==> config.mk <==
export PLATFORM = sky130hd
export DESIGN_NAME = multicast_ack_retransmit_tracker
export DESIGN_NICKNAME = d
export VERILOG_FILES = /design/src/rtl/mart_pkg.sv /design/src/rtl/multicast_ack_retransmit_tracker.sv /design/src/rtl/mart_ctrl.sv /design/src/rtl/mart_dp.sv
export SDC_FILE = /design/constraint.sdc
export NUM_CORES = 2
export LEC_CHECK = 0
export BUFFER_PORTS_ARGS = -buffer_cell sky130_fd_sc_hd__buf_2
export CORE_UTILIZATION = 50
export DETAILED_ROUTE_END_ITERATION = 10
export PLACE_DENSITY = 0.65
export SLEW_MARGIN = 0
export SYNTH_ARGS = -nofsm -noshare
export SYNTH_HDL_FRONTEND = slang
export SYNTH_HIERARCHICAL = 1
export SYNTH_SLANG_ARGS = --single-unit
==> constraint.sdc <==
create_clock -name clk -period 8.9 [get_ports clk]
set_input_delay 1.335 -clock clk [delete_from_list [all_inputs] [get_ports clk]]
set_output_delay 1.335 -clock clk [all_outputs]
set_load 0.005 [all_outputs]
==> src/rtl/mart_pkg.sv <==
// ----------------------------------------------------------------------------
// mart_pkg
// Shared types and constants of the multicast ACK and retransmit tracker.
// ----------------------------------------------------------------------------
package mart_pkg;

    // Default sizes
    localparam int PENDING_SLOTS_DEF     = 8;
    localparam int MEMBERS_PER_GROUP_DEF = 8;
    localparam int GROUP_SLOTS_DEF       = 4;

    // Result limit per item
    localparam int OUT_LIMIT = 64;

    // Register reset values
    localparam logic [15:0] TIMEOUT_RST = 16'd10;
    localparam logic [3:0]  RETRIES_RST = 4'd3;

    // Register indexes
    localparam logic CFG_TIMEOUT = 1'b0;
    localparam logic CFG_RETRIES = 1'b1;

    // Item kinds
    localparam logic [2:0] KIND_JOIN   = 3'd0;
    localparam logic [2:0] KIND_LEAVE  = 3'd1;
    localparam logic [2:0] KIND_NOTIFY = 3'd2;
    localparam logic [2:0] KIND_ACK    = 3'd3;
    localparam logic [2:0] KIND_TICK   = 3'd4;

    // Event codes
    localparam logic [2:0] EV_SEND   = 3'd0;
    localparam logic [2:0] EV_RETX   = 3'd1;
    localparam logic [2:0] EV_EXPIRE = 3'd2;
    localparam logic [2:0] EV_DROP   = 3'd3;
    localparam logic [2:0] EV_FULL   = 3'd4;
    localparam logic [2:0] EV_DONE   = 3'd5;

    // Controller to datapath commands
    typedef struct packed {
        logic       ld_item;
        logic       gi_clr;
        logic       gi_inc;
        logic       g_take;
        logic       g_add;
        logic       grp_load;
        logic       mj_clr;
        logic       mj_inc;
        logic       seq_take;
        logic       mem_rd;
        logic       rd_last;
        logic       wr_join;
        logic       wr_leave;
        logic       si_clr;
        logic       si_inc;
        logic       slot_init;
        logic       slot_load;
        logic       slot_free;
        logic       ack_set;
        logic       tick_dec;
        logic       retry_inc;
        logic       cd_reload;
        logic       lost_clr;
        logic       lost_acc;
        logic       emit;
        logic [2:0] ev;
        logic       flush;
    } cmd_t;

    // Datapath to controller status
    typedef struct packed {
        logic [2:0] kind;
        logic       gi_lt_gu;
        logic       g_match;
        logic       gu_full;
        logic       mj_lt_cnt;
        logic       mj_lt_lim;
        logic       addr_match;
        logic       cnt_full;
        logic       si_last;
        logic       slot_act;
        logic       seq_match;
        logic       all_acked;
        logic       cd_hits;
        logic       retry_limit;
        logic       ack_bit;
        logic       emit_ok;
        logic       hold_valid;
        logic       out_free;
    } sts_t;

endpackage

==> src/rtl/multicast_ack_retransmit_tracker.sv <==
// ----------------------------------------------------------------------------
// multicast_ack_retransmit_tracker
// Tracks multicast groups, pending deliveries with ACK bitmaps, and
// retransmit or expiry on timer ticks.
// ----------------------------------------------------------------------------
//  Channel  | Handshake            | Payload
//  ---------+----------------------+----------------------------------------
//  in       | in_valid / in_stall  | kind, group_no, sub_addr, ack_seq
//  out      | out_valid / out_stall| event_code, seq, out_group, dest_addr,
//           |                      | lost_count, attempt, last
//  cfg      | cfg_we               | cfg_index, cfg_data
//
//  One item at a time; in_stall is high until its last result is in the
//  output register. Groups and slots are searched one after another, and
//  each member visit goes through a registered member RAM read.
//  A tick visits every slot, with a member walk on a retransmit round
//  and a lost count walk over the members before an expiry.
//  Reset clears the group count, member counts, slot flags and sequence.
//  out_stall holds the walk only when a new result has nowhere to go.
// ----------------------------------------------------------------------------
module multicast_ack_retransmit_tracker #(
    parameter int PENDING_SLOTS     = mart_pkg::PENDING_SLOTS_DEF,
    parameter int MEMBERS_PER_GROUP = mart_pkg::MEMBERS_PER_GROUP_DEF,
    parameter int GROUP_SLOTS       = mart_pkg::GROUP_SLOTS_DEF
) (
    input  logic        clk,
    input  logic        rst_n,
    input  logic        in_valid,
    output logic        in_stall,
    input  logic [2:0]  kind,
    input  logic [15:0] group_no,
    input  logic [47:0] sub_addr,
    input  logic [15:0] ack_seq,
    output logic        out_valid,
    input  logic        out_stall,
    output logic [2:0]  event_code,
    output logic [15:0] seq,
    output logic [15:0] out_group,
    output logic [47:0] dest_addr,
    output logic [3:0]  lost_count,
    output logic [3:0]  attempt,
    output logic        last,
    input  logic        cfg_we,
    input  logic        cfg_index,
    input  logic [15:0] cfg_data
);

    mart_pkg::cmd_t cmd;
    mart_pkg::sts_t sts;
    logic           idle;

    assign in_stall = !idle;

    // Sequencer
    mart_ctrl u_ctrl (
        .clk      (clk),
        .rst_n    (rst_n),
        .in_valid (in_valid),
        .in_kind  (kind),
        .sts      (sts),
        .cmd      (cmd),
        .idle     (idle)
    );

    // Tables and result path
    mart_dp #(
        .PENDING_SLOTS     (PENDING_SLOTS),
        .MEMBERS_PER_GROUP (MEMBERS_PER_GROUP),
        .GROUP_SLOTS       (GROUP_SLOTS)
    ) u_dp (
        .clk        (clk),
        .rst_n      (rst_n),
        .cmd        (cmd),
        .sts        (sts),
        .kind       (kind),
        .group_no   (group_no),
        .sub_addr   (sub_addr),
        .ack_seq    (ack_seq),
        .cfg_we     (cfg_we),
        .cfg_index  (cfg_index),
        .cfg_data   (cfg_data),
        .out_valid  (out_valid),
        .out_stall  (out_stall),
        .event_code (event_code),
        .seq        (seq),
        .out_group  (out_group),
        .dest_addr  (dest_addr),
        .lost_count (lost_count),
        .attempt    (attempt),
        .last       (last)
    );

endmodule

==> src/rtl/mart_ctrl.sv <==
// ----------------------------------------------------------------------------
// mart_ctrl
// Sequencer: walks groups, members and pending slots for each item.
// ----------------------------------------------------------------------------
module mart_ctrl (
    input  logic             clk,
    input  logic             rst_n,
    input  logic             in_valid,
    input  logic [2:0]       in_kind,
    input  mart_pkg::sts_t   sts,
    output mart_pkg::cmd_t   cmd,
    output logic             idle
);

    localparam logic [3:0] S_IDLE  = 4'd0;
    localparam logic [3:0] S_GSRCH = 4'd1;
    localparam logic [3:0] S_GLOAD = 4'd2;
    localparam logic [3:0] S_MRD   = 4'd3;
    localparam logic [3:0] S_MCHK  = 4'd4;
    localparam logic [3:0] S_LWR   = 4'd5;
    localparam logic [3:0] S_SFREE = 4'd6;
    localparam logic [3:0] S_ASRCH = 4'd7;
    localparam logic [3:0] S_ADONE = 4'd8;
    localparam logic [3:0] S_TSLOT = 4'd9;
    localparam logic [3:0] S_TLOST = 4'd10;
    localparam logic [3:0] S_TEXP  = 4'd11;
    localparam logic [3:0] S_TRD   = 4'd12;
    localparam logic [3:0] S_TNEXT = 4'd13;
    localparam logic [3:0] S_FIN   = 4'd14;

    logic [3:0] state_reg;
    logic [3:0] state_next;

    assign idle = (state_reg == S_IDLE);

    // State register
    always_ff @(posedge clk or negedge rst_n)
    begin
        if (!rst_n)
        begin
            state_reg <= S_IDLE;
        end
        else
        begin
            state_reg <= state_next;
        end
    end

    // Next state and commands
    always_comb
    begin
        cmd        = '0;
        state_next = state_reg;
        unique case (state_reg)
            S_IDLE:
            begin
                if (in_valid)
                begin
                    cmd.ld_item = 1'b1;
                    cmd.gi_clr  = 1'b1;
                    cmd.si_clr  = 1'b1;
                    priority if (in_kind == mart_pkg::KIND_JOIN ||
                                 in_kind == mart_pkg::KIND_LEAVE ||
                                 in_kind == mart_pkg::KIND_NOTIFY)
                        state_next = S_GSRCH;
                    else if (in_kind == mart_pkg::KIND_ACK)
                        state_next = S_ASRCH;
                    else if (in_kind == mart_pkg::KIND_TICK)
                        state_next = S_TSLOT;
                    else
                        state_next = S_FIN;
                end
            end
            S_GSRCH:
            begin
                priority if (sts.gi_lt_gu)
                begin
                    if (sts.g_match)
                    begin
                        cmd.g_take = 1'b1;
                        state_next = S_GLOAD;
                    end
                    else
                    begin
                        cmd.gi_inc = 1'b1;
                    end
                end
                else if (sts.kind == mart_pkg::KIND_NOTIFY)
                begin
                    state_next = S_FIN;
                end
                else if (!sts.gu_full)
                begin
                    cmd.g_add  = 1'b1;
                    state_next = S_GLOAD;
                end
                else if (sts.kind == mart_pkg::KIND_JOIN)
                begin
                    if (sts.emit_ok)
                    begin
                        cmd.emit   = 1'b1;
                        cmd.ev     = mart_pkg::EV_FULL;
                        state_next = S_FIN;
                    end
                end
                else
                begin
                    state_next = S_FIN;
                end
            end
            S_GLOAD:
            begin
                cmd.grp_load = 1'b1;
                cmd.mj_clr   = 1'b1;
                cmd.seq_take = (sts.kind == mart_pkg::KIND_NOTIFY);
                state_next   = S_MRD;
            end
            S_MRD:
            begin
                priority if (sts.mj_lt_cnt)
                begin
                    cmd.mem_rd = 1'b1;
                    state_next = S_MCHK;
                end
                else if (sts.kind == mart_pkg::KIND_JOIN)
                begin
                    if (!sts.cnt_full)
                    begin
                        cmd.wr_join = 1'b1;
                        state_next  = S_FIN;
                    end
                    else if (sts.emit_ok)
                    begin
                        cmd.emit   = 1'b1;
                        cmd.ev     = mart_pkg::EV_FULL;
                        state_next = S_FIN;
                    end
                end
                else if (sts.kind == mart_pkg::KIND_NOTIFY)
                begin
                    cmd.si_clr = 1'b1;
                    state_next = S_SFREE;
                end
                else if (sts.kind == mart_pkg::KIND_ACK)
                begin
                    state_next = S_ADONE;
                end
                else
                begin
                    state_next = S_FIN;
                end
            end
            S_MCHK:
            begin
                priority if (sts.kind == mart_pkg::KIND_NOTIFY)
                begin
                    if (sts.emit_ok)
                    begin
                        cmd.emit   = 1'b1;
                        cmd.ev     = mart_pkg::EV_SEND;
                        cmd.mj_inc = 1'b1;
                        state_next = S_MRD;
                    end
                end
                else if (sts.kind == mart_pkg::KIND_TICK)
                begin
                    if (sts.ack_bit)
                    begin
                        cmd.mj_inc = 1'b1;
                        state_next = S_TRD;
                    end
                    else if (sts.emit_ok)
                    begin
                        cmd.emit   = 1'b1;
                        cmd.ev     = mart_pkg::EV_RETX;
                        cmd.mj_inc = 1'b1;
                        state_next = S_TRD;
                    end
                end
                else if (!sts.addr_match)
                begin
                    cmd.mj_inc = 1'b1;
                    state_next = S_MRD;
                end
                else if (sts.kind == mart_pkg::KIND_LEAVE)
                begin
                    cmd.rd_last = 1'b1;
                    state_next  = S_LWR;
                end
                else if (sts.kind == mart_pkg::KIND_ACK)
                begin
                    cmd.ack_set = 1'b1;
                    state_next  = S_ADONE;
                end
                else
                begin
                    state_next = S_FIN;
                end
            end
            S_LWR:
            begin
                cmd.wr_leave = 1'b1;
                state_next   = S_FIN;
            end
            S_SFREE:
            begin
                priority if (!sts.slot_act)
                begin
                    cmd.slot_init = 1'b1;
                    state_next    = S_FIN;
                end
                else if (!sts.si_last)
                begin
                    cmd.si_inc = 1'b1;
                end
                else if (sts.emit_ok)
                begin
                    cmd.emit   = 1'b1;
                    cmd.ev     = mart_pkg::EV_DROP;
                    state_next = S_FIN;
                end
            end
            S_ASRCH:
            begin
                priority if (sts.slot_act && sts.seq_match)
                begin
                    cmd.slot_load = 1'b1;
                    cmd.mj_clr    = 1'b1;
                    state_next    = S_MRD;
                end
                else if (sts.si_last)
                begin
                    state_next = S_FIN;
                end
                else
                begin
                    cmd.si_inc = 1'b1;
                end
            end
            S_ADONE:
            begin
                if (!sts.all_acked)
                begin
                    state_next = S_FIN;
                end
                else if (sts.emit_ok)
                begin
                    cmd.emit      = 1'b1;
                    cmd.ev        = mart_pkg::EV_DONE;
                    cmd.slot_free = 1'b1;
                    state_next    = S_FIN;
                end
            end
            S_TSLOT:
            begin
                state_next = S_TNEXT;
                if (sts.slot_act)
                begin
                    cmd.tick_dec = 1'b1;
                    if (sts.cd_hits)
                    begin
                        cmd.slot_load = 1'b1;
                        cmd.mj_clr    = 1'b1;
                        if (sts.retry_limit)
                        begin
                            cmd.lost_clr = 1'b1;
                            state_next   = S_TLOST;
                        end
                        else
                        begin
                            cmd.retry_inc = 1'b1;
                            state_next    = S_TRD;
                        end
                    end
                end
            end
            S_TLOST:
            begin
                if (sts.mj_lt_cnt)
                begin
                    cmd.lost_acc = 1'b1;
                    cmd.mj_inc   = 1'b1;
                end
                else
                begin
                    state_next = S_TEXP;
                end
            end
            S_TEXP:
            begin
                if (sts.emit_ok)
                begin
                    cmd.emit      = 1'b1;
                    cmd.ev        = mart_pkg::EV_EXPIRE;
                    cmd.slot_free = 1'b1;
                    state_next    = S_TNEXT;
                end
            end
            S_TRD:
            begin
                if (sts.mj_lt_lim)
                begin
                    cmd.mem_rd = 1'b1;
                    state_next = S_MCHK;
                end
                else
                begin
                    cmd.cd_reload = 1'b1;
                    state_next    = S_TNEXT;
                end
            end
            S_TNEXT:
            begin
                if (sts.si_last)
                begin
                    state_next = S_FIN;
                end
                else
                begin
                    cmd.si_inc = 1'b1;
                    state_next = S_TSLOT;
                end
            end
            S_FIN:
            begin
                if (!sts.hold_valid)
                begin
                    state_next = S_IDLE;
                end
                else if (sts.out_free)
                begin
                    cmd.flush  = 1'b1;
                    state_next = S_IDLE;
                end
            end
            default:
            begin
                state_next = S_IDLE;
            end
        endcase
    end

endmodule

==> src/rtl/mart_dp.sv <==
// ----------------------------------------------------------------------------
// mart_dp
// Datapath: group table, member RAM, pending slots, result hold and output.
// ----------------------------------------------------------------------------
module mart_dp #(
    parameter int PENDING_SLOTS     = mart_pkg::PENDING_SLOTS_DEF,
    parameter int MEMBERS_PER_GROUP = mart_pkg::MEMBERS_PER_GROUP_DEF,
    parameter int GROUP_SLOTS       = mart_pkg::GROUP_SLOTS_DEF
) (
    input  logic             clk,
    input  logic             rst_n,
    input  mart_pkg::cmd_t   cmd,
    output mart_pkg::sts_t   sts,
    input  logic [2:0]       kind,
    input  logic [15:0]      group_no,
    input  logic [47:0]      sub_addr,
    input  logic [15:0]      ack_seq,
    input  logic             cfg_we,
    input  logic             cfg_index,
    input  logic [15:0]      cfg_data,
    output logic             out_valid,
    input  logic             out_stall,
    output logic [2:0]       event_code,
    output logic [15:0]      seq,
    output logic [15:0]      out_group,
    output logic [47:0]      dest_addr,
    output logic [3:0]       lost_count,
    output logic [3:0]       attempt,
    output logic             last
);

    localparam int GW    = (GROUP_SLOTS > 1) ? $clog2(GROUP_SLOTS) : 1;
    localparam int GCW   = $clog2(GROUP_SLOTS + 1);
    localparam int MW    = (MEMBERS_PER_GROUP > 1) ? $clog2(MEMBERS_PER_GROUP) : 1;
    localparam int MCW   = $clog2(MEMBERS_PER_GROUP + 1);
    localparam int SW    = (PENDING_SLOTS > 1) ? $clog2(PENDING_SLOTS) : 1;
    localparam int DEPTH = GROUP_SLOTS * MEMBERS_PER_GROUP;
    localparam int AW    = (DEPTH > 1) ? $clog2(DEPTH) : 1;
    localparam int LW    = (MCW > 4) ? MCW : 4;
    localparam int RCW   = $clog2(mart_pkg::OUT_LIMIT + 1);

    // Configuration
    logic [15:0] tmo_reg;
    logic [3:0]  maxr_reg;

    // Current item
    logic [2:0]  kind_reg;
    logic [15:0] gid_reg;
    logic [47:0] addr_reg;
    logic [15:0] aseq_reg;

    // Walk counters and working values
    logic [GCW-1:0] gi_reg;
    logic [GW-1:0]  g_reg;
    logic [MCW-1:0] mj_reg;
    logic [MW-1:0]  jm_reg;
    logic [MCW-1:0] cnt_reg;
    logic [SW-1:0]  si_reg;
    logic [15:0]    s_reg;
    logic [LW-1:0]  lost_reg;
    logic [RCW-1:0] res_cnt_reg;

    // Group table
    logic [15:0]    grp_num_reg [GROUP_SLOTS];
    logic [GCW-1:0] gu_reg;
    logic [MCW-1:0] mcnt_reg [GROUP_SLOTS];
    logic [15:0]    next_seq_reg;

    // Member RAM
    logic [47:0]    member_ram [DEPTH];
    logic [47:0]    rdata_reg;

    // Pending slots
    logic                         slot_act_reg  [PENDING_SLOTS];
    logic [15:0]                  slot_seq_reg  [PENDING_SLOTS];
    logic [GW-1:0]                slot_grp_reg  [PENDING_SLOTS];
    logic [MCW-1:0]               slot_mem_reg  [PENDING_SLOTS];
    logic [MEMBERS_PER_GROUP-1:0] slot_acks_reg [PENDING_SLOTS];
    logic [3:0]                   slot_rtr_reg  [PENDING_SLOTS];
    logic [15:0]                  slot_cd_reg   [PENDING_SLOTS];

    // Result hold and output stage
    logic        hold_valid_reg;
    logic [2:0]  hold_ev_reg;
    logic [15:0] hold_seq_reg;
    logic [15:0] hold_grp_reg;
    logic [47:0] hold_dest_reg;
    logic [3:0]  hold_lost_reg;
    logic [3:0]  hold_att_reg;
    logic        out_valid_reg;
    logic [2:0]  out_ev_reg;
    logic [15:0] out_seq_reg;
    logic [15:0] out_grp_reg;
    logic [47:0] out_dest_reg;
    logic [3:0]  out_lost_reg;
    logic [3:0]  out_att_reg;
    logic        out_last_reg;

    logic [MCW-1:0]               cur_mcnt;
    logic [MEMBERS_PER_GROUP-1:0] cur_acks;
    logic [15:0]                  cur_cd;
    logic                         all_ok;
    logic                         out_free;
    logic                         res_ok;
    logic                         push_new;
    logic                         push_out;
    logic [MCW-1:0]               jsel;
    logic [AW-1:0]                rd_addr;
    logic [AW-1:0]                wr_addr;
    logic                         mem_we;
    logic [47:0]                  wr_data;
    logic [15:0]                  e_seq;
    logic [15:0]                  e_grp;
    logic [47:0]                  e_dest;
    logic [3:0]                   e_lost;
    logic [3:0]                   e_att;

    assign cur_mcnt = mcnt_reg[g_reg];
    assign cur_acks = slot_acks_reg[si_reg];
    assign cur_cd   = slot_cd_reg[si_reg];
    assign out_free = !out_valid_reg || !out_stall;
    assign res_ok   = (res_cnt_reg < RCW'(mart_pkg::OUT_LIMIT));
    assign push_new = cmd.emit && res_ok;
    assign push_out = (push_new && hold_valid_reg) || cmd.flush;

    // Every member below the snapshot count has acknowledged
    always_comb
    begin
        all_ok = 1'b1;
        for (int b = 0; b < MEMBERS_PER_GROUP; b++)
        begin
            if (MCW'(b) < cnt_reg && !cur_acks[b])
                all_ok = 1'b0;
        end
    end

    // Status to controller
    always_comb
    begin
        sts             = '0;
        sts.kind        = kind_reg;
        sts.gi_lt_gu    = (gi_reg < gu_reg);
        sts.g_match     = (grp_num_reg[gi_reg[GW-1:0]] == gid_reg);
        sts.gu_full     = (gu_reg == GCW'(GROUP_SLOTS));
        sts.mj_lt_cnt   = (mj_reg < cnt_reg);
        sts.mj_lt_lim   = (mj_reg < cnt_reg) && (mj_reg < cur_mcnt);
        sts.addr_match  = (rdata_reg == addr_reg);
        sts.cnt_full    = (cnt_reg == MCW'(MEMBERS_PER_GROUP));
        sts.si_last     = (si_reg == SW'(PENDING_SLOTS - 1));
        sts.slot_act    = slot_act_reg[si_reg];
        sts.seq_match   = (slot_seq_reg[si_reg] == aseq_reg);
        sts.all_acked   = all_ok;
        sts.cd_hits     = (cur_cd <= 16'd1);
        sts.retry_limit = (slot_rtr_reg[si_reg] >= maxr_reg);
        sts.ack_bit     = cur_acks[mj_reg[MW-1:0]];
        sts.emit_ok     = !hold_valid_reg || out_free;
        sts.hold_valid  = hold_valid_reg;
        sts.out_free    = out_free;
    end

    // Member RAM addressing
    always_comb
    begin
        jsel    = cmd.rd_last ? (cnt_reg - MCW'(1)) : mj_reg;
        rd_addr = AW'(int'(g_reg) * MEMBERS_PER_GROUP + int'(jsel));
        mem_we  = cmd.wr_join || cmd.wr_leave;
        if (cmd.wr_join)
        begin
            wr_addr = AW'(int'(g_reg) * MEMBERS_PER_GROUP + int'(cnt_reg));
            wr_data = addr_reg;
        end
        else
        begin
            wr_addr = AW'(int'(g_reg) * MEMBERS_PER_GROUP + int'(jm_reg));
            wr_data = rdata_reg;
        end
    end

    always_ff @(posedge clk)
    begin
        if (mem_we)
            member_ram[wr_addr] <= wr_data;
        if (cmd.mem_rd || cmd.rd_last)
            rdata_reg <= member_ram[rd_addr];
    end

    // Result fields
    always_comb
    begin
        if (cmd.ev == mart_pkg::EV_SEND || cmd.ev == mart_pkg::EV_DROP)
            e_seq = s_reg;
        else if (cmd.ev == mart_pkg::EV_FULL)
            e_seq = 16'd0;
        else
            e_seq = slot_seq_reg[si_reg];
        if (cmd.ev == mart_pkg::EV_SEND || cmd.ev == mart_pkg::EV_DROP ||
            cmd.ev == mart_pkg::EV_FULL)
            e_grp = gid_reg;
        else
            e_grp = grp_num_reg[g_reg];
        if (cmd.ev == mart_pkg::EV_SEND || cmd.ev == mart_pkg::EV_RETX)
            e_dest = rdata_reg;
        else
            e_dest = 48'd0;
        if (cmd.ev != mart_pkg::EV_EXPIRE)
            e_lost = 4'd0;
        else if (lost_reg > LW'(15))
            e_lost = 4'd15;
        else
            e_lost = lost_reg[3:0];
        if (cmd.ev == mart_pkg::EV_RETX || cmd.ev == mart_pkg::EV_EXPIRE)
            e_att = slot_rtr_reg[si_reg];
        else
            e_att = 4'd0;
    end

    // Control state
    always_ff @(posedge clk or negedge rst_n)
    begin
        if (!rst_n)
        begin
            tmo_reg        <= mart_pkg::TIMEOUT_RST;
            maxr_reg       <= mart_pkg::RETRIES_RST;
            gu_reg         <= '0;
            next_seq_reg   <= '0;
            hold_valid_reg <= 1'b0;
            out_valid_reg  <= 1'b0;
            res_cnt_reg    <= '0;
            for (int g = 0; g < GROUP_SLOTS; g++)
                mcnt_reg[g] <= '0;
            for (int p = 0; p < PENDING_SLOTS; p++)
                slot_act_reg[p] <= 1'b0;
        end
        else
        begin
            if (cfg_we)
            begin
                if (cfg_index == mart_pkg::CFG_TIMEOUT)
                    tmo_reg <= cfg_data;
                else
                    maxr_reg <= cfg_data[3:0];
            end
            if (cmd.g_add)
            begin
                gu_reg                 <= gu_reg + GCW'(1);
                mcnt_reg[gu_reg[GW-1:0]] <= '0;
            end
            if (cmd.wr_join)
                mcnt_reg[g_reg] <= cnt_reg + MCW'(1);
            if (cmd.wr_leave)
                mcnt_reg[g_reg] <= cnt_reg - MCW'(1);
            if (cmd.seq_take)
                next_seq_reg <= next_seq_reg + 16'd1;
            if (cmd.slot_init)
                slot_act_reg[si_reg] <= 1'b1;
            if (cmd.slot_free)
                slot_act_reg[si_reg] <= 1'b0;
            if (cmd.ld_item)
                res_cnt_reg <= '0;
            else if (push_new)
                res_cnt_reg <= res_cnt_reg + RCW'(1);
            if (cmd.flush)
                hold_valid_reg <= 1'b0;
            else if (push_new)
                hold_valid_reg <= 1'b1;
            if (push_out)
                out_valid_reg <= 1'b1;
            else if (!out_stall)
                out_valid_reg <= 1'b0;
        end
    end

    // Item, walk and slot payload
    always_ff @(posedge clk)
    begin
        if (cmd.ld_item)
        begin
            kind_reg <= kind;
            gid_reg  <= group_no;
            addr_reg <= sub_addr;
            aseq_reg <= ack_seq;
        end
        if (cmd.gi_clr)
            gi_reg <= '0;
        else if (cmd.gi_inc)
            gi_reg <= gi_reg + GCW'(1);
        if (cmd.g_take)
            g_reg <= gi_reg[GW-1:0];
        else if (cmd.g_add)
        begin
            g_reg                     <= gu_reg[GW-1:0];
            grp_num_reg[gu_reg[GW-1:0]] <= gid_reg;
        end
        else if (cmd.slot_load)
            g_reg <= slot_grp_reg[si_reg];
        if (cmd.grp_load)
            cnt_reg <= cur_mcnt;
        else if (cmd.slot_load)
            cnt_reg <= slot_mem_reg[si_reg];
        if (cmd.mj_clr)
            mj_reg <= '0;
        else if (cmd.mj_inc)
            mj_reg <= mj_reg + MCW'(1);
        if (cmd.rd_last)
            jm_reg <= mj_reg[MW-1:0];
        if (cmd.seq_take)
            s_reg <= next_seq_reg;
        if (cmd.si_clr)
            si_reg <= '0;
        else if (cmd.si_inc)
            si_reg <= si_reg + SW'(1);
        if (cmd.lost_clr)
            lost_reg <= '0;
        else if (cmd.lost_acc && !cur_acks[mj_reg[MW-1:0]])
            lost_reg <= lost_reg + LW'(1);

        // Slot fields
        if (cmd.slot_init)
        begin
            slot_seq_reg[si_reg]  <= s_reg;
            slot_grp_reg[si_reg]  <= g_reg;
            slot_mem_reg[si_reg]  <= cnt_reg;
            slot_acks_reg[si_reg] <= '0;
            slot_rtr_reg[si_reg]  <= 4'd0;
            slot_cd_reg[si_reg]   <= tmo_reg;
        end
        if (cmd.ack_set)
            slot_acks_reg[si_reg][mj_reg[MW-1:0]] <= 1'b1;
        if (cmd.retry_inc)
            slot_rtr_reg[si_reg] <= slot_rtr_reg[si_reg] + 4'd1;
        if (cmd.cd_reload)
            slot_cd_reg[si_reg] <= tmo_reg;
        else if (cmd.tick_dec)
            slot_cd_reg[si_reg] <= (cur_cd == 16'd0) ? 16'd0 : cur_cd - 16'd1;

        // Hold one result back so the final one can carry the last flag
        if (push_new)
        begin
            hold_ev_reg   <= cmd.ev;
            hold_seq_reg  <= e_seq;
            hold_grp_reg  <= e_grp;
            hold_dest_reg <= e_dest;
            hold_lost_reg <= e_lost;
            hold_att_reg  <= e_att;
        end
        if (push_out)
        begin
            out_ev_reg   <= hold_ev_reg;
            out_seq_reg  <= hold_seq_reg;
            out_grp_reg  <= hold_grp_reg;
            out_dest_reg <= hold_dest_reg;
            out_lost_reg <= hold_lost_reg;
            out_att_reg  <= hold_att_reg;
            out_last_reg <= cmd.flush;
        end
    end

    assign out_valid  = out_valid_reg;
    assign event_code = out_ev_reg;
    assign seq        = out_seq_reg;
    assign out_group  = out_grp_reg;
    assign dest_addr  = out_dest_reg;
    assign lost_count = out_lost_reg;
    assign attempt    = out_att_reg;
    assign last       = out_last_reg;

`ifndef SYNTH
    // A result is only produced when the hold stage can move on
    a_emit_room: assert property (@(posedge clk) disable iff (!rst_n)
        cmd.emit |-> (!hold_valid_reg || out_free))
        else $error("result produced with hold and output both busy");

    // Flush only moves a held result into a free output stage
    a_flush_ok: assert property (@(posedge clk) disable iff (!rst_n)
        cmd.flush |-> (hold_valid_reg && out_free))
        else $error("flush without held result or free output");

    // Group table never grows past its size
    a_gu_bound: assert property (@(posedge clk) disable iff (!rst_n)
        gu_reg <= GCW'(GROUP_SLOTS))
        else $error("group count out of range");

    // Result count stays within the per-item limit
    a_res_bound: assert property (@(posedge clk) disable iff (!rst_n)
        res_cnt_reg <= RCW'(mart_pkg::OUT_LIMIT))
        else $error("result count out of range");
`endif

endmodule
==> results.json <==
{
  "syn-num-nets": 4646,
  "pin_count": 199,
  "cp.arrival_ns": 7.10,
  "routabilityCongestion": 0.856,
  "port_buffers": 198,
  "synth-edff-count": 2339,
  "yosys_warnings": 6,
  "cts_resized": 0,
  "core-area_um2": 190000,
  "p_per_area_nw_per_um2": 299,
  "cts.htree.levels": 4,
  "cell_internal_pwr_mw": 23.2,
  "grt_pass1_wl_um": 335000,
  "finalPower_mw": 32.4,
  "worstSetupStartpointType": "flip-flop",
  "worst_pin_slew_ns": 1.37,
  "viasPerCell": 6.19,
  "post_cts_buffers": 0,
  "die-width_um": 439,
  "tritoncts": "yes",
  "rsz0062_at_grt": "no",
  "status": "finished, final reports clean",
  "layout-drive-gt1-share": 0.293,
  "nNetsFinal": 4978,
  "cts_buffers": 240,
  "postSynthCellCount": 4509,
  "hp-class": "in -> async",
  "grt_usage": 0.244,
  "ys_seq_elements": 2436,
  "setup_viol": 0,
  "combPwrFrac": 0.241,
  "start_util": 0.503,
  "tns_ns": 0,
  "first_pass_iters": 6,
  "required_ns": 9.54,
  "max-slew-margin-rel": 0.0838,
  "ys.flop_type": "edfxtp_1",
  "cp_max_fo": 105,
  "worstReg2RegEnd": "u_dp/rdata_reg[31]",
  "postSynth.asyncResetShare": 0.0312,
  "power_frac_clock": 0.307,
  "rows": 160,
  "p_leak_nw": 34.8,
  "drc": 0,
  "vias": 46800,
  "switchingPower_mw": 9.19,
  "cap_violations": 0,
  "finalHoldViolations": 0,
  "reg2reg_slack_ns": 2.44,
  "clock_sinks": 2436,
  "insertion_delay_ns": 0.90,
  "dieHeight_um": 439,
  "critical-path-slowest-cell": "nor4_1",
  "grt_max_degree": 132,
  "syn_avg_cell_area_um2": 21.2,
  "ys_types": 81,
  "clk_pin_slew_worst_paths_ns": 0.06,
  "grt_pass1_vias": 47100,
  "wl_per_cell_um": 30.9,
  "reg2reg_depth": 13,
  "end_kind": "flip-flop",
  "die_area_um2": 193000,
  "cpPeakStageDelay_ns": 1.05,
  "largest_reg_flops": 1536,
  "clk_path_buf_depth": 3,
  "r2r-start": "u_dp/rdata_reg[16]",
  "gr-total-overflow": 0,
  "pwr-share-seq": 0.452,
  "finalCritPeriodShare": 0.726,
  "seq_area_frac_synth": 0.759,
  "synth_area_um2": 95700,
  "hpwl_um": 126000,
  "path_cells": "xor2_1 > nor4_1 > nand4_1 > nor3_2 > nand2_1 > nor3_2 > buf_4 > nand2_1 > o21ai_4 > buf_12 > mux4_2 > mux4_2 > mux2_2",
  "clockRootBuffer": "clkbuf_16",
  "drt-total-wl_um": 234000,
  "period_needed_ns": 6.46,
  "switching_share": 0.284,
  "antenna_found_initial": 3,
  "peakVddDrop_uv": 270,
  "fin_skew_ns": 0.0686,
  "achievable-frequency_ghz": 0.155,
  "critical_path_class": "reg -> reg",
  "hold_buffers": 0,
  "area_growth_pct": 13.1,
  "drt-initial-drc-count": 5696,
  "ant_nets": 0,
  "report.final.slew_viol_count": 0
}
==> cell usage after synthesis (10+ instances only) <==
library cell | instances | share of area
dfrtp_1 | 72 | 0.019
clkbuf_1 | 133 | 0.0052
a22o_1 | 12 | 0.0011
nand2b_1 | 25 | 0.0016
nand2_1 | 116 | 0.0046
nand3b_1 | 13 | 0.0010
nor4_1 | 18 | 0.0012
mux2i_1 | 57 | 0.0060
a21oi_1 | 27 | 0.0014
nor3_1 | 48 | 0.0025
nor2b_1 | 17 | 0.0011
a31oi_1 | 10 | 0.00065
buf_2 | 29 | 0.0015
edfxtp_1 | 2339 | 0.73
ha_1 | 32 | 0.0042
mux4_2 | 607 | 0.14
nand3_1 | 36 | 0.0019
mux2_2 | 140 | 0.016
buf_1 | 45 | 0.0018
dfxtp_1 | 21 | 0.0044
a22oi_1 | 10 | 0.00078
nor2_1 | 226 | 0.0089
xor2_1 | 80 | 0.0073
o21ai_0 | 73 | 0.0038
xnor2_1 | 45 | 0.0041
inv_1 | 35 | 0.0014
nand4_1 | 23 | 0.0015
and2_1 | 66 | 0.0043
==> worst max-delay path: cells and delay by family (launching register included) <==
kind	cells	cell delay (ns)
AND/OR/NAND/NOR	6	2.68
multiplexers	3	1.39
buffers and inverters	2	0.88
flip-flops	1	0.53
AO/OA/AOI/OAI	1	0.28
XOR/XNOR	1	0.22
==> layout by cell type, fill, tap and decap left out, types with 49 or more instances in the layout <==
| master | netlist | final |
|---|---|---|
| clkbuf_16 | 0 | 240 |
| edfxtp_1 | 2339 | 2339 |
| and2_1 | 66 | 65 |
| dfrtp_1 | 72 | 72 |
| mux2i_1 | 57 | 57 |
| buf_4 | 8 | 92 |
| o21ai_0 | 73 | 73 |
| nand2_1 | 116 | 116 |
| mux2_2 | 140 | 140 |
| nor2_1 | 226 | 185 |
| clkbuf_1 | 133 | 61 |
| clkinv_1 | 0 | 49 |
| mux4_2 | 607 | 607 |
| buf_2 | 29 | 197 |
| xor2_1 | 80 | 79 |
==> area by class of cell <==
| cell class | count | area, um2 |
|---|---|---|
| diodes | 2 | 5.00 |
| inverters | 36 | 135 |
| multi-input cells | 1819 | 22500 |
| clock buffers | 311 | 6370 |
| well taps | 2511 | 3140 |
| fillers | 13900 | 82000 |
| flip-flops and latches | 2436 | 72600 |
| clock inverters | 136 | 1440 |
| repair buffers | 308 | 2060 |
==> through the flow <==
stage	hold slack, ns	std cells	util	setup slack, ns	cell area (um2)
floorplan	0.400	4509	-	1.02	95700
global placement	0.401	7110	0.528	2.48	100000
detailed placement	0.405	7110	0.528	2.41	100000
CTS	0.285	7557	0.569	2.39	108000
global route	0.329	7557	0.569	2.27	108000
finish	0.350	7559	0.569	2.44	108000
==> routing by layer <==
layer	up-vias	track usage	routed length [um]
met4	2	0.0732	6460
met1	25100	0.334	92600
li1	19300	-	-
met5	-	0	15
met2	2067	0.406	118000
met3	345	0.0360	16600
==> cells by family (layout without fill, tap and decap cells) <==
| group | Yosys count | after routing | synth area share |
|---|---|---|---|
| simple gates | 640 | 640 | 0.0332 |
| buf+inv | 254 | 791 | 0.0109 |
| mux | 809 | 809 | 0.167 |
| fa+ha+maj | 32 | 32 | 0.00419 |
| other cells | 0 | 2 | 0 |
| compound gates | 213 | 213 | 0.0150 |
| xor+xnor | 125 | 125 | 0.0114 |
| flops | 2436 | 2436 | 0.759 |
==> power by group through the flow <==
stage	Combinational (mW)	Clock, mW	Sequential (mW)
after global routing	8.35	10.5	14.7
after detailed placement	7.87	0	14.9
after global placement	7.75	0	14.9
after floorplan	5.78	0	14.5
after CTS	7.88	10.1	14.6
final	7.81	9.93	14.6
==> worst max-delay path by stage <==
stage / from / end / slack [ns] / cells after the start
after floorplan: flip-flop / u_dp/attempt[0] / 1.02 / 17
after global placement: u_dp/rdata_reg[16] / u_dp/rdata_reg[0] / 2.48 / 13
after detailed placement: u_dp/rdata_reg[16] / u_dp/rdata_reg[0] / 2.41 / 13
after CTS: u_dp/rdata_reg[16] / u_dp/rdata_reg[0] / 2.39 / 13
after global routing: flip-flop / u_dp/res_cnt_reg[4] / 2.27 / 17
final: u_dp/rdata_reg[16] / u_dp/rdata_reg[31] / 2.44 / 13
(Power assumes the default switching activity.)
